File: config.mk
export PLATFORM = sky130hd
export DESIGN_NAME = percent_url_decoder_top
export DESIGN_NICKNAME = d
export VERILOG_FILES = /design/src/rtl/purl_pkg.sv /design/src/rtl/purl_front.sv /design/src/rtl/purl_queue.sv /design/src/rtl/purl_back.sv /design/src/rtl/percent_url_decoder_top.sv
export SDC_FILE = /design/constraint.sdc
export NUM_CORES = 1
export LEC_CHECK = 0
export BUFFER_PORTS_ARGS = -buffer_cell sky130_fd_sc_hd__buf_2
export CORE_UTILIZATION = 50
export DETAILED_ROUTE_END_ITERATION = 12
export PLACE_DENSITY_LB_ADDON = 0.15
export SYNTH_ARGS = -nofsm -noshare
export SYNTH_HDL_FRONTEND = slang
export SYNTH_HIERARCHICAL = 1
export SYNTH_SLANG_ARGS = --single-unit
File: constraint.sdc
create_clock -name i_clk -period 5.4 [get_ports i_clk]
set_input_delay 0.54 -clock i_clk [delete_from_list [all_inputs] [get_ports i_clk]]
set_output_delay 0.54 -clock i_clk [all_outputs]
set_load 0.05 [all_outputs]
File: src/rtl/purl_pkg.sv
`default_nettype none
// ----------------------------------------------------------------------------
// purl_pkg
// Shared types, character constants and helpers for the URL percent decoder.
// ----------------------------------------------------------------------------
package purl_pkg;

    // Characters with a special meaning in form-urlencoded text
    localparam logic [7:0] CH_PERCENT = 8'h25;
    localparam logic [7:0] CH_PLUS    = 8'h2B;
    localparam logic [7:0] CH_SPACE   = 8'h20;

    // Most bytes one input word can give
    localparam int unsigned GRP_BYTES = 3;

    // Depth of the group queue between front and back
    localparam int unsigned QDEPTH  = 4;
    localparam int unsigned QPTR_W  = $clog2(QDEPTH);
    localparam int unsigned QCNT_W  = $clog2(QDEPTH + 1);

    // Input word
    typedef struct packed {
        logic [7:0] in_char;
        logic       in_last;
    } t_in_word;

    // Output word
    typedef struct packed {
        logic [7:0] out_byte;
        logic       out_last;
    } t_out_word;

    // Bytes produced by one input word, oldest in entry 0
    typedef struct packed {
        logic [GRP_BYTES-1:0][7:0] bytes;
        logic [1:0]                cnt;
        logic                      last;
    } t_group;

    // Decoded hex digit
    typedef struct packed {
        logic       valid;
        logic [3:0] nib;
    } t_hex;

    // Escape decoding phase
    typedef enum logic [2:0] {
        PH_PLAIN = 3'b001,
        PH_PCT   = 3'b010,
        PH_HEX   = 3'b100
    } t_phase;

    // Hex digit, either case
    function automatic t_hex hex_val(input logic [7:0] c);
        t_hex  h;
        h = '0;
        if (c >= 8'h30 && c <= 8'h39) begin
            h.valid = 1'b1;
            h.nib   = 4'(c - 8'h30);
        end else if (c >= 8'h61 && c <= 8'h66) begin
            h.valid = 1'b1;
            h.nib   = 4'(c - 8'h57);
        end else if (c >= 8'h41 && c <= 8'h46) begin
            h.valid = 1'b1;
            h.nib   = 4'(c - 8'h37);
        end
        return h;
    endfunction

endpackage
`default_nettype wire

File: src/rtl/purl_front.sv
`default_nettype none
// ----------------------------------------------------------------------------
// purl_front
// Accepts input words, tracks the escape phase and turns each word into a
// group of zero to three output bytes.
// ----------------------------------------------------------------------------
module purl_front import purl_pkg::*; (
    input  wire logic     i_clk,
    input  wire logic     i_rst_n,
    input  wire logic     i_push,
    input  wire t_in_word i_in_word,
    input  wire logic     i_q_full,
    output logic          o_full,
    output logic          o_q_push,
    output t_group        o_q_group
);

    t_phase     r_phase, n_phase;
    logic [7:0] r_held,  n_held;
    t_group     grp;
    logic [1:0] k;
    logic       plain;
    t_hex       hc, hh;
    logic       accept;

    assign o_full = i_q_full;
    assign accept = i_push && !i_q_full;
    assign hc     = hex_val(i_in_word.in_char);
    assign hh     = hex_val(r_held);

    // Next phase and byte group for the incoming word
    always_comb begin
        n_phase = r_phase;
        n_held  = r_held;
        grp     = '0;
        k       = 2'd0;
        plain   = 1'b0;
        case (r_phase)
            PH_PCT: begin
                if (hc.valid) begin
                    n_held  = i_in_word.in_char;
                    n_phase = PH_HEX;
                end else begin
                    grp.bytes[0] = CH_PERCENT;
                    k            = 2'd1;
                    plain        = 1'b1;
                end
            end
            PH_HEX: begin
                n_held = '0;
                if (hc.valid) begin
                    grp.bytes[0] = {hh.nib, hc.nib};
                    k            = 2'd1;
                    n_phase      = PH_PLAIN;
                end else begin
                    grp.bytes[0] = CH_PERCENT;
                    grp.bytes[1] = r_held;
                    k            = 2'd2;
                    plain        = 1'b1;
                end
            end
            default: begin
                plain = 1'b1;
            end
        endcase

        // Ordinary character handling
        if (plain) begin
            if (i_in_word.in_char == CH_PERCENT) begin
                n_phase = PH_PCT;
            end else begin
                n_phase = PH_PLAIN;
                grp.bytes[k] = (i_in_word.in_char == CH_PLUS) ? CH_SPACE
                                                              : i_in_word.in_char;
                k = k + 2'd1;
            end
        end

        // End of string flushes a pending escape literally
        if (i_in_word.in_last) begin
            if (n_phase == PH_PCT) begin
                grp.bytes[k] = CH_PERCENT;
                k = k + 2'd1;
            end else if (n_phase == PH_HEX) begin
                grp.bytes[0] = CH_PERCENT;
                grp.bytes[1] = n_held;
                k = 2'd2;
            end
            n_phase  = PH_PLAIN;
            n_held   = '0;
            grp.last = 1'b1;
        end
        grp.cnt = k;
    end

    assign o_q_push  = accept && (k != 2'd0);
    assign o_q_group = grp;

    always_ff @(posedge i_clk) begin
        if (!i_rst_n) begin
            r_phase <= PH_PLAIN;
            r_held  <= '0;
        end else if (accept) begin
            r_phase <= n_phase;
            r_held  <= n_held;
        end
    end

endmodule
`default_nettype wire

File: src/rtl/purl_queue.sv
`default_nettype none
// ----------------------------------------------------------------------------
// purl_queue
// Short FIFO of byte groups between the front and the back.
// ----------------------------------------------------------------------------
module purl_queue import purl_pkg::*; (
    input  wire logic   i_clk,
    input  wire logic   i_rst_n,
    input  wire logic   i_push,
    input  wire t_group i_group,
    input  wire logic   i_pop,
    output logic        o_full,
    output logic        o_empty,
    output t_group      o_head
);

    t_group              r_mem [QDEPTH];
    logic [QPTR_W-1:0]   r_wr, r_rd;
    logic [QCNT_W-1:0]   r_cnt;
    logic                do_push, do_pop;

    assign o_full  = (r_cnt == QCNT_W'(QDEPTH));
    assign o_empty = (r_cnt == '0);
    assign o_head  = r_mem[r_rd];
    assign do_push = i_push && !o_full;
    assign do_pop  = i_pop && !o_empty;

    // Storage
    always_ff @(posedge i_clk) begin
        if (do_push) begin
            r_mem[r_wr] <= i_group;
        end
    end

    // Pointers and fill count
    always_ff @(posedge i_clk) begin
        if (!i_rst_n) begin
            r_wr  <= '0;
            r_rd  <= '0;
            r_cnt <= '0;
        end else begin
            if (do_push) r_wr <= r_wr + 1'b1;
            if (do_pop)  r_rd <= r_rd + 1'b1;
            if (do_push && !do_pop) begin
                r_cnt <= r_cnt + 1'b1;
            end else if (do_pop && !do_push) begin
                r_cnt <= r_cnt - 1'b1;
            end
        end
    end

endmodule
`default_nettype wire

File: src/rtl/purl_back.sv
`default_nettype none
// ----------------------------------------------------------------------------
// purl_back
// Walks each queued group one byte at a time into the output register.
// ----------------------------------------------------------------------------
module purl_back import purl_pkg::*; (
    input  wire logic   i_clk,
    input  wire logic   i_rst_n,
    input  wire logic   i_q_empty,
    input  wire t_group i_q_head,
    output logic        o_q_pop,
    input  wire logic   i_pop,
    output logic        o_empty,
    output t_out_word   o_out_word
);

    logic [1:0] r_idx, n_idx;
    logic       r_valid;
    t_out_word  r_out;
    logic       load, tail;

    // Output register free or being drained this cycle
    assign load = !i_q_empty && (!r_valid || i_pop);
    assign tail = (r_idx == i_q_head.cnt - 2'd1);

    assign o_q_pop = load && tail;
    assign n_idx   = tail ? 2'd0 : r_idx + 2'd1;

    always_ff @(posedge i_clk) begin
        if (!i_rst_n) begin
            r_idx   <= '0;
            r_valid <= 1'b0;
        end else begin
            if (load) begin
                r_idx   <= n_idx;
                r_valid <= 1'b1;
            end else if (i_pop) begin
                r_valid <= 1'b0;
            end
        end
    end

    // Output word payload
    always_ff @(posedge i_clk) begin
        if (load) begin
            r_out.out_byte <= i_q_head.bytes[r_idx];
            r_out.out_last <= i_q_head.last && tail;
        end
    end

    assign o_empty    = !r_valid;
    assign o_out_word = r_out;

endmodule
`default_nettype wire

File: src/rtl/percent_url_decoder_top.sv
`default_nettype none
// ----------------------------------------------------------------------------
// percent_url_decoder_top
// Streaming URL percent-escape decoder in form-urlencoded style.
// ----------------------------------------------------------------------------
// Input is a queue-style port: a word (character plus end-of-string flag)
// is taken on a rising edge with i_push high and o_full low. Output is a
// queue-style port too: the oldest decoded word sits on o_out_word while
// o_empty is low and is taken on an edge with i_pop high.
// '%xx' (either case) becomes one byte, '+' becomes a space, an invalid or
// cut-off escape comes out literally; every string's final byte has
// out_last set. Each input word gives zero to three output words.
// A word's bytes are registered in the group queue, then in the output register.
// Throughput: one input word per cycle while the group queue (four groups)
// has room; the output side drains one byte per cycle, so words giving two
// or three bytes let the queue fill and then hold the input for the extra
// cycles. When the receiver stalls, the output register holds its word and
// the queue fills; o_full then rises and no input is taken.
// Synchronous reset empties the queue and output register and returns the
// decoder to plain-character phase.
// ----------------------------------------------------------------------------
module percent_url_decoder_top import purl_pkg::*; (
    input  wire logic     i_clk,
    input  wire logic     i_rst_n,
    input  wire logic     i_push,
    output logic          o_full,
    input  wire t_in_word i_in_word,
    output logic          o_empty,
    input  wire logic     i_pop,
    output t_out_word     o_out_word
);

    logic   q_push, q_pop, q_full, q_empty;
    t_group q_in, q_head;

    purl_front u_front (
        .i_clk     (i_clk),
        .i_rst_n   (i_rst_n),
        .i_push    (i_push),
        .i_in_word (i_in_word),
        .i_q_full  (q_full),
        .o_full    (o_full),
        .o_q_push  (q_push),
        .o_q_group (q_in)
    );

    purl_queue u_queue (
        .i_clk   (i_clk),
        .i_rst_n (i_rst_n),
        .i_push  (q_push),
        .i_group (q_in),
        .i_pop   (q_pop),
        .o_full  (q_full),
        .o_empty (q_empty),
        .o_head  (q_head)
    );

    purl_back u_back (
        .i_clk      (i_clk),
        .i_rst_n    (i_rst_n),
        .i_q_empty  (q_empty),
        .i_q_head   (q_head),
        .o_q_pop    (q_pop),
        .i_pop      (i_pop),
        .o_empty    (o_empty),
        .o_out_word (o_out_word)
    );

endmodule
`default_nettype wire

Word-level counts from Yosys, hierarchy flattened
Memory sizes are Yosys's and may differ from the RTL's. A register that Yosys moved wholly into a read port is not among the register bits.
Cells that the tools add are included.
Widths: inputs -> output; s select.
{"block": "word_totals", "mem_count": 1, "word_cells": 134, "ram_bits": 108, "out_inout_bits": 11, "regBits": 30, "inputBits": 13}
{"memory": "u_queue.r_mem", "words": 4, "width": 27, "rd": 1, "rd_ports_with_merged_regs": 1, "write_ports": 1, "line_no": "purl_queue.sv:17", "rtl": "t_group r_mem [QDEPTH];"}
{"block": "op_classes", "bitwise": 3, "reduce_logical": 28, "muxes": 54, "addsub": 14, "order_cmp": 17, "n_eq_ne": 8}
{"operator": "$mux 8", "n": 10}
{"operator": "$mux 24", "n": 3}
{"operator": "$demux 8 s2", "n": 2}
{"operator": "$ge 8x7->1 const B", "n": 4}
{"operator": "$le 8x7->1 const B", "n": 4}
{"operator": "$mux 16", "n": 2}
{"operator": "$pmux 8 s2", "n": 2}
{"operator": "$bwmux 24", "n": 1}
{"operator": "$mux 2", "n": 10}
{"operator": "$mux 3", "n": 6}
{"operator": "$logic_and 1x1->1", "n": 17}
{"operator": "$bmux 8 s2", "n": 1}
{"operator": "$eq 8x6->1 const B", "n": 2}
{"operator": "$ge 8x6->1 const B", "n": 2}
{"operator": "$le 8x6->1 const B", "n": 2}
{"operator": "$sub 4x3->4 const B", "n": 4}
{"operator": "$and 15x15->15", "n": 1}
{"operator": "$mux 5", "n": 3}
{"operator": "$not 15->15", "n": 1}
{"operator": "$mux 4", "n": 3}
{"operator": "$add 2x1->2 const B", "n": 5}
{"operator": "$eq 3x3->1 const B", "n": 3}
{"operator": "$lt 2x3->1 const B", "n": 3}
{"operator": "$or 9x9->9", "n": 1}
{"operator": "16 further kinds", "n": 32}

Longest topological paths before layout
Gate-level depths: netlist of run 1.
{"block": "depth", "ltp_word": 20, "depth_mapped": 22, "depth_no_buf": 20}

Hierarchy
Netlist of run 1, hierarchy kept.
{"mod": "purl_queue", "area_per_inst_um2": 4400.5, "n_inst": 1, "cells_per_inst": 189, "seq_area_each_um2": 3423.3}
{"mod": "purl_front", "area_per_inst_um2": 1610.3, "n_inst": 1, "cells_per_inst": 211, "seq_area_each_um2": 220.2}
{"mod": "purl_back", "area_per_inst_um2": 625.6, "n_inst": 1, "cells_per_inst": 59, "seq_area_each_um2": 330.3}

Worst setup path after synthesis of run 1
No wires, ideal clock.
{"block": "synth_timing", "path_type": "input to register", "start": "input port i_in_word[2] in the netlist's numbering", "end": "register u_queue.r_cnt[2]", "slack_ps": 913, "arrival_ps": 4417, "n_path_buf": 2, "required_time_ps": 5330, "stages": 22, "cell_sequence": "inv_1 -> ha_1 -> or3b_4 -> and3_1 -> buf_6 -> nor3_2 -> inv_1 -> ha_1 -> nand3_1 -> a21boi_0 -> ha_1 -> nand3_1 -> o21ai_0 -> a31oi_1 -> nor2b_1 -> buf_2 -> ha_1 -> inv_1 -> fa_1 -> xor2_1 -> or3_1 -> a21boi_1"}
{"block": "synth_via", "elab_chain_len": 19}
{"item": "from (decl)", "line_no": "percent_url_decoder_top.sv:27", "rtl": "input wire t_in_word i_in_word,"}
{"item": "$ge 8x7->1 / $le 8x7->1 (equally long branches)", "line_no": "purl_pkg.sv:63", "rtl": "end else if (c >= 8'h41 && c <= 8'h46) begin"}
{"item": "$logic_and 1x1->1", "line_no": "purl_pkg.sv:63"}
{"item": "$mux 5", "line_no": "purl_pkg.sv:63"}
{"item": "$mux 5", "line_no": "purl_pkg.sv:60", "rtl": "end else if (c >= 8'h61 && c <= 8'h66) begin"}
{"item": "$mux 5", "line_no": "purl_pkg.sv:57", "rtl": "if (c >= 8'h30 && c <= 8'h39) begin"}
{"item": "$mux 2 / $mux 1 (equally long branches)", "line_no": "purl_front.sv:51, purl_front.sv:40"}
{"item": "$pmux 2 s2", "line_no": "purl_front.sv:38", "rtl": "case (r_phase)"}
{"item": "$add 2x1->2", "line_no": "purl_front.sv:75", "rtl": "k = k + 2'd1;"}
{"item": "[5 not listed]"}
{"item": "$reduce_bool 2->1 *", "line_no": "purl_front.sv:96", "rtl": "assign o_q_push = accept && (k != 2'd0);"}
{"item": "$logic_and 1x1->1 *", "line_no": "purl_front.sv:96"}
{"item": "named net q_push", "line_no": "percent_url_decoder_top.sv:33", "rtl": "logic q_push, q_pop, q_full, q_empty;"}
{"item": "$logic_and 1x1->1 *", "line_no": "purl_queue.sv:25", "rtl": "assign do_push = i_push && !o_full;"}
{"item": "named net u_queue.do_push", "line_no": "purl_queue.sv:20", "rtl": "logic do_push, do_pop;"}
{"item": "$logic_not 1->1", "line_no": "purl_queue.sv:46", "rtl": "end else if (do_pop && !do_push) begin"}
{"item": "$logic_and 1x1->1", "line_no": "purl_queue.sv:46"}
{"item": "$reduce_bool 2->1 (no line)"}
{"item": "to (signal assigned)", "line_no": "purl_queue.sv:45", "rtl": "r_cnt <= r_cnt + 1'b1;"}
{"item": "to (signal assigned)", "line_no": "purl_queue.sv:47", "rtl": "r_cnt <= r_cnt - 1'b1;"}
{"item": "to (decl)", "line_no": "purl_queue.sv:19", "rtl": "logic [QCNT_W-1:0] r_cnt;"}
Mark *: on every way through the listed nets, which the timed path passes. The rest lies on a longest branch.
A chain may end at the register's enable or synchronous reset.

Worst setup path after layout of run 1
{"block": "layout_timing", "start": "input port i_in_word[1] in the netlist's numbering", "end": "register u_queue.r_cnt[2]"}
{"block": "layout_via", "elab_chain_len": 19}
{"item": "$ge 8x7->1 / $le 8x7->1 (equally long branches)", "line_no": "purl_pkg.sv:63"}
{"item": "$logic_and 1x1->1", "line_no": "purl_pkg.sv:63"}
{"item": "$mux 5", "line_no": "purl_pkg.sv:63"}
{"item": "$mux 5", "line_no": "purl_pkg.sv:60"}
{"item": "$mux 5", "line_no": "purl_pkg.sv:57"}
{"item": "$mux 2 / $mux 1 (equally long branches)", "line_no": "purl_front.sv:51, purl_front.sv:40"}
{"item": "$pmux 2 s2", "line_no": "purl_front.sv:38"}
{"item": "$add 2x1->2", "line_no": "purl_front.sv:75"}
{"item": "[4 not listed]"}
{"item": "$mux 2 *", "line_no": "purl_front.sv:80", "rtl": "if (i_in_word.in_last) begin"}
{"item": "$reduce_bool 2->1 *", "line_no": "purl_front.sv:96"}
{"item": "$logic_and 1x1->1 *", "line_no": "purl_front.sv:96"}
{"item": "named net q_push", "line_no": "percent_url_decoder_top.sv:33"}
{"item": "$logic_and 1x1->1 *", "line_no": "purl_queue.sv:25"}
{"item": "$logic_not 1->1", "line_no": "purl_queue.sv:46"}
{"item": "$logic_and 1x1->1", "line_no": "purl_queue.sv:46"}
{"item": "$reduce_bool 2->1 (no line)"}
Marks and branches as above.

==> impl_metrics.tcl, run 1 <==
set metrics [dict create \
    grt_pass1_vias 3895 \
    vdd_drop_max_uv 196.7 \
    core_area_um2 12770 \
    cts_tree "done" \
    finalNonFillerCells 672 \
    dr.pass1.iters 5 \
    dieArea_um2 13740 \
    rr_worst_depth 18 \
    ant_nets 0 \
    clk_pin_slew_ps 60 \
    antenna_found_initial 0 \
    preCtsSetupSlack_ps 368.0 \
    hp-class "in -> reg" \
    num_rows 41 \
    fin_skew_ps 6.213 \
    die_w_um 117.2 \
    die_h_um 117.2 \
    fin_nets 518 \
    tightest_slew_ps 807.0 \
    end_kind "flip-flop" \
    clockRootBuffer "clkbuf_16" \
    cpMostUsedCell "ha_1" \
    ff2ff_setup_slack_ps 1210 \
    powerDensity_nw_per_um2 449.8 \
    synth_area_leaders "edfxtp_1, mux4_2, dfxtp_1, ha_1, nand2_1" \
    clock_path_buffers 2 \
    total_leakage_power_nw 2.550 \
    rsz0062_at_grt "no" \
    fin_hold_ws_ps 415.2 \
    dp_cells 640 \
    synth-edff-count 117 \
    grt_usage 0.2196 \
    placed_cell_area_um2 6870 \
    p_total_mw 3.322 \
    synth_area_um2 6636 \
    postCtsResizedCells 0 \
    syn_nets 490 \
    r2r-end "u_queue/r_cnt[2]$_SDFFE_PN0P_" \
    final_hold_viol_count 0 \
    synth_ff_type "edfxtp_1" \
    status "complete, no violations" \
    internal_power_mw 2.349 \
    critPathArrivalTime_ps 4970 \
    dp_hpwl_um 9113 \
    start_util 0.5195 \
    postSynth.asyncResetShare 0 \
    path_delay_family "simple AND/OR/NAND/NOR gates" \
    combPwrFrac 0.246 \
    yosysTopAreaCellShare 0.5294 \
    hold_end "u_front/r_held[1]$_SDFFE_PN0P_" \
    io_pins 24 \
    critPathMaxStageDelay_ps 390 \
    synth_cell_type_count 70 \
    drt_iter0_drc 323 \
    wirelength_um 13490 \
    critPathRequiredTime_ps 5740 \
    num_vias 3949 \
    synth_most_common_cell "edfxtp_1" \
    hp-start "i_in_word[2]" \
    grt_max_degree 28 \
    slowest_stage "or3b_4" \
    numCtsBuffers 17 \
    drc_errors 0 \
    finish.utilization 0.5782 \
    fin_ws_ps 775.4 \
    viasPerCell 5.876 \
    post_cts_buffers 0 \
    timing.rr.start "u_front/r_phase[1]$_SDFFE_PN0P_" \
    avgSynthCellArea_um2 14.46 \
    p_seq_frac 0.449 \
    yosysWarnings 6 \
    grt_overflow 0 \
    design_area_um2 7386 \
    grt_pass1_wl_um 21470 \
    cts_hold_buf 0 \
    clock_latency_ps 410 \
    maxCapViolCount 0 \
    wire_per_inst_um 20.07 \
    period_share 0.8564 \
    cp-start-kind "primary input" \
    clkPwrFrac 0.305 \
    synthTopCellsByCount "edfxtp_1, nand2_1, mux4_2" \
    finalMaxSlewViolations 0 \
    fillers 1032 \
    synth_seq_cells 140 \
    ys_seq_area_frac 0.5988 \
    htreeDepth 4 \
    final.setup.tns_ps 0 \
    cts.sinks 140 \
    max_freq_mhz 216.2 \
    gp_congestion 0.8560 \
    relSlewSlack 0.4600 \
    numPortBuffers 23 \
    setup_viol 0 \
    hold_depth 2 \
    drive_above_1_share 0.1980 \
    yosysTopAreaCell "edfxtp_1" \
    critPathKind "in -> reg" \
    worst-path-max-fanout 10 \
    area_growth_pct 11.29 \
    path_buf_inv 4 \
    crit_path_cell_trace "buf_2 -> inv_1 -> ha_1 -> or3b_4 -> and3_1 -> nor3_2 -> inv_1 -> ha_1 -> nand3_1 -> a21boi_0 -> ha_1 -> nand3_1 -> o21ai_0 -> a31oi_1 -> nor2b_1 -> ha_1 -> inv_1 -> fa_1 -> xor2_1 -> or3_1 -> a21boi_1" \
    period_needed_ps 4625 \
    synth_cells 459 \
    switchingPower_mw 0.9731 \
    diodes 0 \
    p_sw_frac 0.2929 \
]
## cells in the final DEF (no fill, tap or decap), drive strengths merged, types with 9 or more instances in the layout
cell type and instances:
edfxtp 117, buf 32, nand2 30, clkbuf 28, mux4 27, dfxtp 23, o21ai 22, inv 20
ha 17, a21oi 13, and2 13, nand3 12, mux2i 11, nor2b 10, and3 10, nor2 9
## logic make-up after synthesis
logic type               share of synthesized area
XOR/XNOR                                   0.01320
adder cells (fa/ha/maj)                    0.03507
multiplexers                                0.1082
flip-flops                                  0.5988
AND/OR/NAND/NOR                             0.1033
buffers and inverters                      0.03620
AO/OA/AOI/OAI                               0.1052
## registers in the layout (all words and copies together) (netlist names), named ones only
| register | flops |
|---|---|
| u_back/o_out_word | 9 |
| u_back/r_idx | 2 |
| u_back/r_valid | 1 |
| u_front/r_held | 8 |
| u_front/r_phase | 3 |
| u_queue/r_cnt | 3 |
| u_queue/r_mem | 108 |
| u_queue/r_rd | 2 |
| u_queue/r_wr | 2 |
## layout make-up
type / instances / area, um2 / share of cell area
clock buffer: 28 / 498.0 / 0.06742
clock inverter: 4 / 17.52 / 0.002372
inverter: 20 / 75.07 / 0.01016
multi-input combinational: 276 / 2422 / 0.3280
sequential: 140 / 3975 / 0.5382
tap: 172 / 215.2 / 0.02914
timing repair buffer: 32 / 182.7 / 0.02473
## worst reg2reg max path: cells and delay by family, from the launching register on
kind            cells  cell delay, ps
simple gates        7            1220
buf+inv             1              60
fa+ha+maj           4            1180
flops               1             350
xor+xnor            1             170
compound gates      5            1120
## worst max path at each step
stage | start | to | cells after the start
floorplan | i_in_word[2] | u_queue/r_cnt[2]$_SDFFE_PN0P_ | 22
global placement | i_in_word[1] | u_queue/r_cnt[2]$_SDFFE_PN0P_ | 21
detailed placement | i_in_word[1] | u_queue/r_cnt[2]$_SDFFE_PN0P_ | 21
CTS | i_in_word[1] | u_queue/r_cnt[2]$_SDFFE_PN0P_ | 21
global route | i_in_word[1] | u_queue/r_cnt[2]$_SDFFE_PN0P_ | 21
finish | i_in_word[1] | u_queue/r_cnt[2]$_SDFFE_PN0P_ | 21
## layer usage
metal | global-route usage | part of all wire | vias to the layer above
met3 | 0.04789 | 0.045 | 10
met2 | 0.3443 | 0.48 | 116
met1 | 0.3080 | 0.46 | 1969
met5 | 0 | 0 | -
met4 | 0.06751 | 0.0096 | 0
li1 | - | - | 1854
## power by group through the flow
stage,Combinational [mW],Sequential [mW],Clock (mW)
floorplan,0.589,1.59,0
detailed placement,0.830,1.52,0
global route,0.897,1.52,1.07
finish,0.817,1.49,1.01
CTS,0.832,1.50,1.03
global placement,0.817,1.51,0
Power figures use the tool's default switching activity.
==> run 2, diff against run 1 <==
--- a/config.mk
+++ b/config.mk
@@ -6,6 +6,7 @@
 export NUM_CORES = 1
 export LEC_CHECK = 0
 export BUFFER_PORTS_ARGS = -buffer_cell sky130_fd_sc_hd__buf_2
+export CORE_ASPECT_RATIO = 2
 export CORE_UTILIZATION = 50
 export DETAILED_ROUTE_END_ITERATION = 12
 export PLACE_DENSITY_LB_ADDON = 0.15
==> constraint.sdc (replaced) <==
create_clock -name i_clk -period 5.4 [get_ports i_clk]
set_input_delay 0.27 -clock i_clk [delete_from_list [all_inputs] [get_ports i_clk]]
set_output_delay 0.27 -clock i_clk [all_outputs]
set_load 0.005 [all_outputs]
==> run 2 against run 1 <==
  * Non-clock buffer count grew 2
  * Core utilization shrank 0.74 points
  * Design area grew 0.41%
  * Clock skew increased by 1.9 ps
  * Wire length increased by 6.3%
  * Clock power up 8%
  * Sequential power barely moved
  * Combinational power is 17% lower
  * Total power shrank 2.4%
  * Critical path type unchanged
  * Largest power group unchanged
==> impl_metrics.tcl, run 2 (synthesis results as in run 1) <==
set metrics [dict create \
    cp-startpoint "i_in_word[2]" \
    preCtsSetupSlack_ps 466.2 \
    dp_cells 622 \
    relSlewSlack 0.4021 \
    max_freq_mhz 220.6 \
    p_seq_frac 0.457 \
    clock_path_buffers 2 \
    postCtsResizedCells 0 \
    maxCapViolCount 0 \
    critPathKind "in -> reg" \
    hp-start "i_in_word[2]" \
    setup_viol 0 \
    combPwrFrac 0.208 \
    final.setup.tns_ps 0 \
    end_kind "flip-flop" \
    antenna_found_initial 0 \
    area_growth_pct 11.75 \
    hp-class "in -> reg" \
    critPathMaxStageDelay_ps 420 \
    slowest_stage "nor2b_1" \
    crit_path_cell_trace "buf_2 -> inv_1 -> ha_1 -> or3b_4 -> and3_1 -> nor3_2 -> inv_1 -> ha_1 -> nand3_1 -> a21boi_0 -> ha_1 -> nand3_1 -> o21ai_0 -> a31oi_1 -> nor2b_1 -> ha_1 -> inv_1 -> fa_1 -> xor2_1 -> or3_1 -> a21boi_1" \
    critPathRequiredTime_ps 5750 \
    cts_hold_buf 0 \
    grt_overflow 0 \
    fin_nets 520 \
    timing.rr.start "u_front/r_phase[0]$_SDFFE_PN1P_" \
    gp_congestion 0.9536 \
    dp_hpwl_um 10050 \
    drc_errors 0 \
    p_total_mw 3.244 \
    cp-start-kind "primary input" \
    wire_per_inst_um 21.93 \
    finalMaxSlewViolations 0 \
    wirelength_um 14340 \
    powerDensity_nw_per_um2 437.4 \
    diodes 0 \
    final_cell_mix "edfxtp_1, nand2_1, mux4_2" \
    htreeDepth 4 \
    drive_above_1_share 0.2231 \
    clock_latency_ps 410 \
    path_buf_inv 4 \
    p_sw_frac 0.2826 \
    clk_pin_slew_ps 60 \
    tightest_slew_ps 893.6 \
    clockRootBuffer "clkbuf_16" \
    grt_pass1_wl_um 22380 \
    cts_tree "done" \
    viasPerCell 6.177 \
    largest_reg_flops 108 \
    grt_max_degree 28 \
    internal_power_mw 2.327 \
    finalNonFillerCells 654 \
    numCtsBuffers 17 \
    placed_cell_area_um2 6860 \
    cts.sinks 140 \
    post_cts_buffers 0 \
    vdd_drop_max_uv 325.0 \
    status "complete, no violations" \
    clkPwrFrac 0.335 \
    critPathArrivalTime_ps 4880 \
    num_rows 59 \
    top_register "u_queue/r_mem" \
    period_share 0.8393 \
    layout_commonest_cell "edfxtp_1" \
    numPortBuffers 23 \
    core_area_um2 12990 \
    fin_ws_ps 867.8 \
    final_hold_viol_count 0 \
    io_pins 24 \
    total_leakage_power_nw 2.580 \
    switchingPower_mw 0.9168 \
    rsz0062_at_grt "no" \
    num_vias 4040 \
    die_h_um 164.9 \
    fillers 1059 \
    design_area_um2 7416 \
    dr.pass1.iters 4 \
    grt_usage 0.2205 \
    die_w_um 83.47 \
    dieArea_um2 13770 \
    path_delay_family "simple AND/OR/NAND/NOR gates" \
    grt_pass1_vias 4101 \
    worst-path-max-fanout 7 \
    start_util 0.5108 \
    fin_skew_ps 8.135 \
    ant_nets 0 \
    drt_iter0_drc 223 \
    period_needed_ps 4532 \
    cpMostUsedCell "ha_1" \
]
==> run 2: changes by cell type in the layout (fill, tap and decap cells not counted) <==
cell / previous run / this run
clkinv_1: 2 / 0
clkinv_4: 0 / 1
buf_4: 9 / 11
clkbuf_1: 9 / 0
clkbuf_16: 18 / 17
inv_6: 0 / 5
clkinvlp_4: 0 / 3
clkbuf_8: 1 / 0
inv_8: 0 / 4
==> run 2: path summary, 6_finish.rpt <==
check	endpoint	slack, ps	cells past startpoint
worst max-delay path	u_queue/r_cnt[2]$_SDFFE_PN0P_	870	21
worst min-delay path	u_front/r_held[1]$_SDFFE_PN0P_	140	2
worst max register to register	u_queue/r_cnt[2]$_SDFFE_PN0P_	930	18
worst min register to register	u_queue/r_wr[1]$_SDFFE_PN0P_	500	2
==> run 2: per-stage QoR <==
| step | utilization | hold WS (ps) |
|---|---|---|
| global route | 0.5708 | 133.3 |
| finish | 0.5708 | 138.8 |
| global placement | 0.5280 | 483.3 |
| detailed placement | 0.5280 | 502.6 |
| CTS | 0.5708 | 125.8 |
| floorplan | - | 350.0 |
==> run 2: final cells by class <==
type | count | area [um2] | area share
Clock buffer | 17 | 425.4 | 0.05736
Multi-Input combinational cell | 276 | 2422 | 0.3266
Timing Repair Buffer | 34 | 197.7 | 0.02666
Sequential cell | 140 | 3975 | 0.5360
Clock inverter | 15 | 130.1 | 0.01755
Inverter | 20 | 75.07 | 0.01012
Tap cell | 152 | 190.2 | 0.02565
==> run 2: routing by layer <==
metal  up-vias  GRT usage  share of wire
li1       1855          -              -
met1      2048     0.2395           0.39
met2       102     0.4069           0.54
met3        35    0.03098          0.023
met4         0     0.1294          0.048
met5         -          0              0
==> run 2: power groups by stage <==
stage	Sequential [mW]	Clock (mW)	Combinational [mW]
2_1_floorplan	1.46	0	0.570
3_3_place_gp	1.50	0	0.677
3_5_place_dp	1.51	0	0.690
4_1_cts	1.49	1.11	0.692
5_1_grt	1.50	1.15	0.745
6_report	1.48	1.09	0.676
==> run 2: worst reg2reg max path, stage by stage, from the launching register on <==
cell      delay [ps]
dfxtp_1          370
nor2_1           110
nand2_1          290
nor3_2           430
inv_1            120
ha_1             300
nand3_1          130
a21boi_0         300
ha_1             290
nand3_1           80
o21ai_0          100
a31oi_1          150
nor2b_1          420
ha_1             270
inv_1             70
fa_1             370
xor2_1           170
or3_1            300
a21boi_1         130
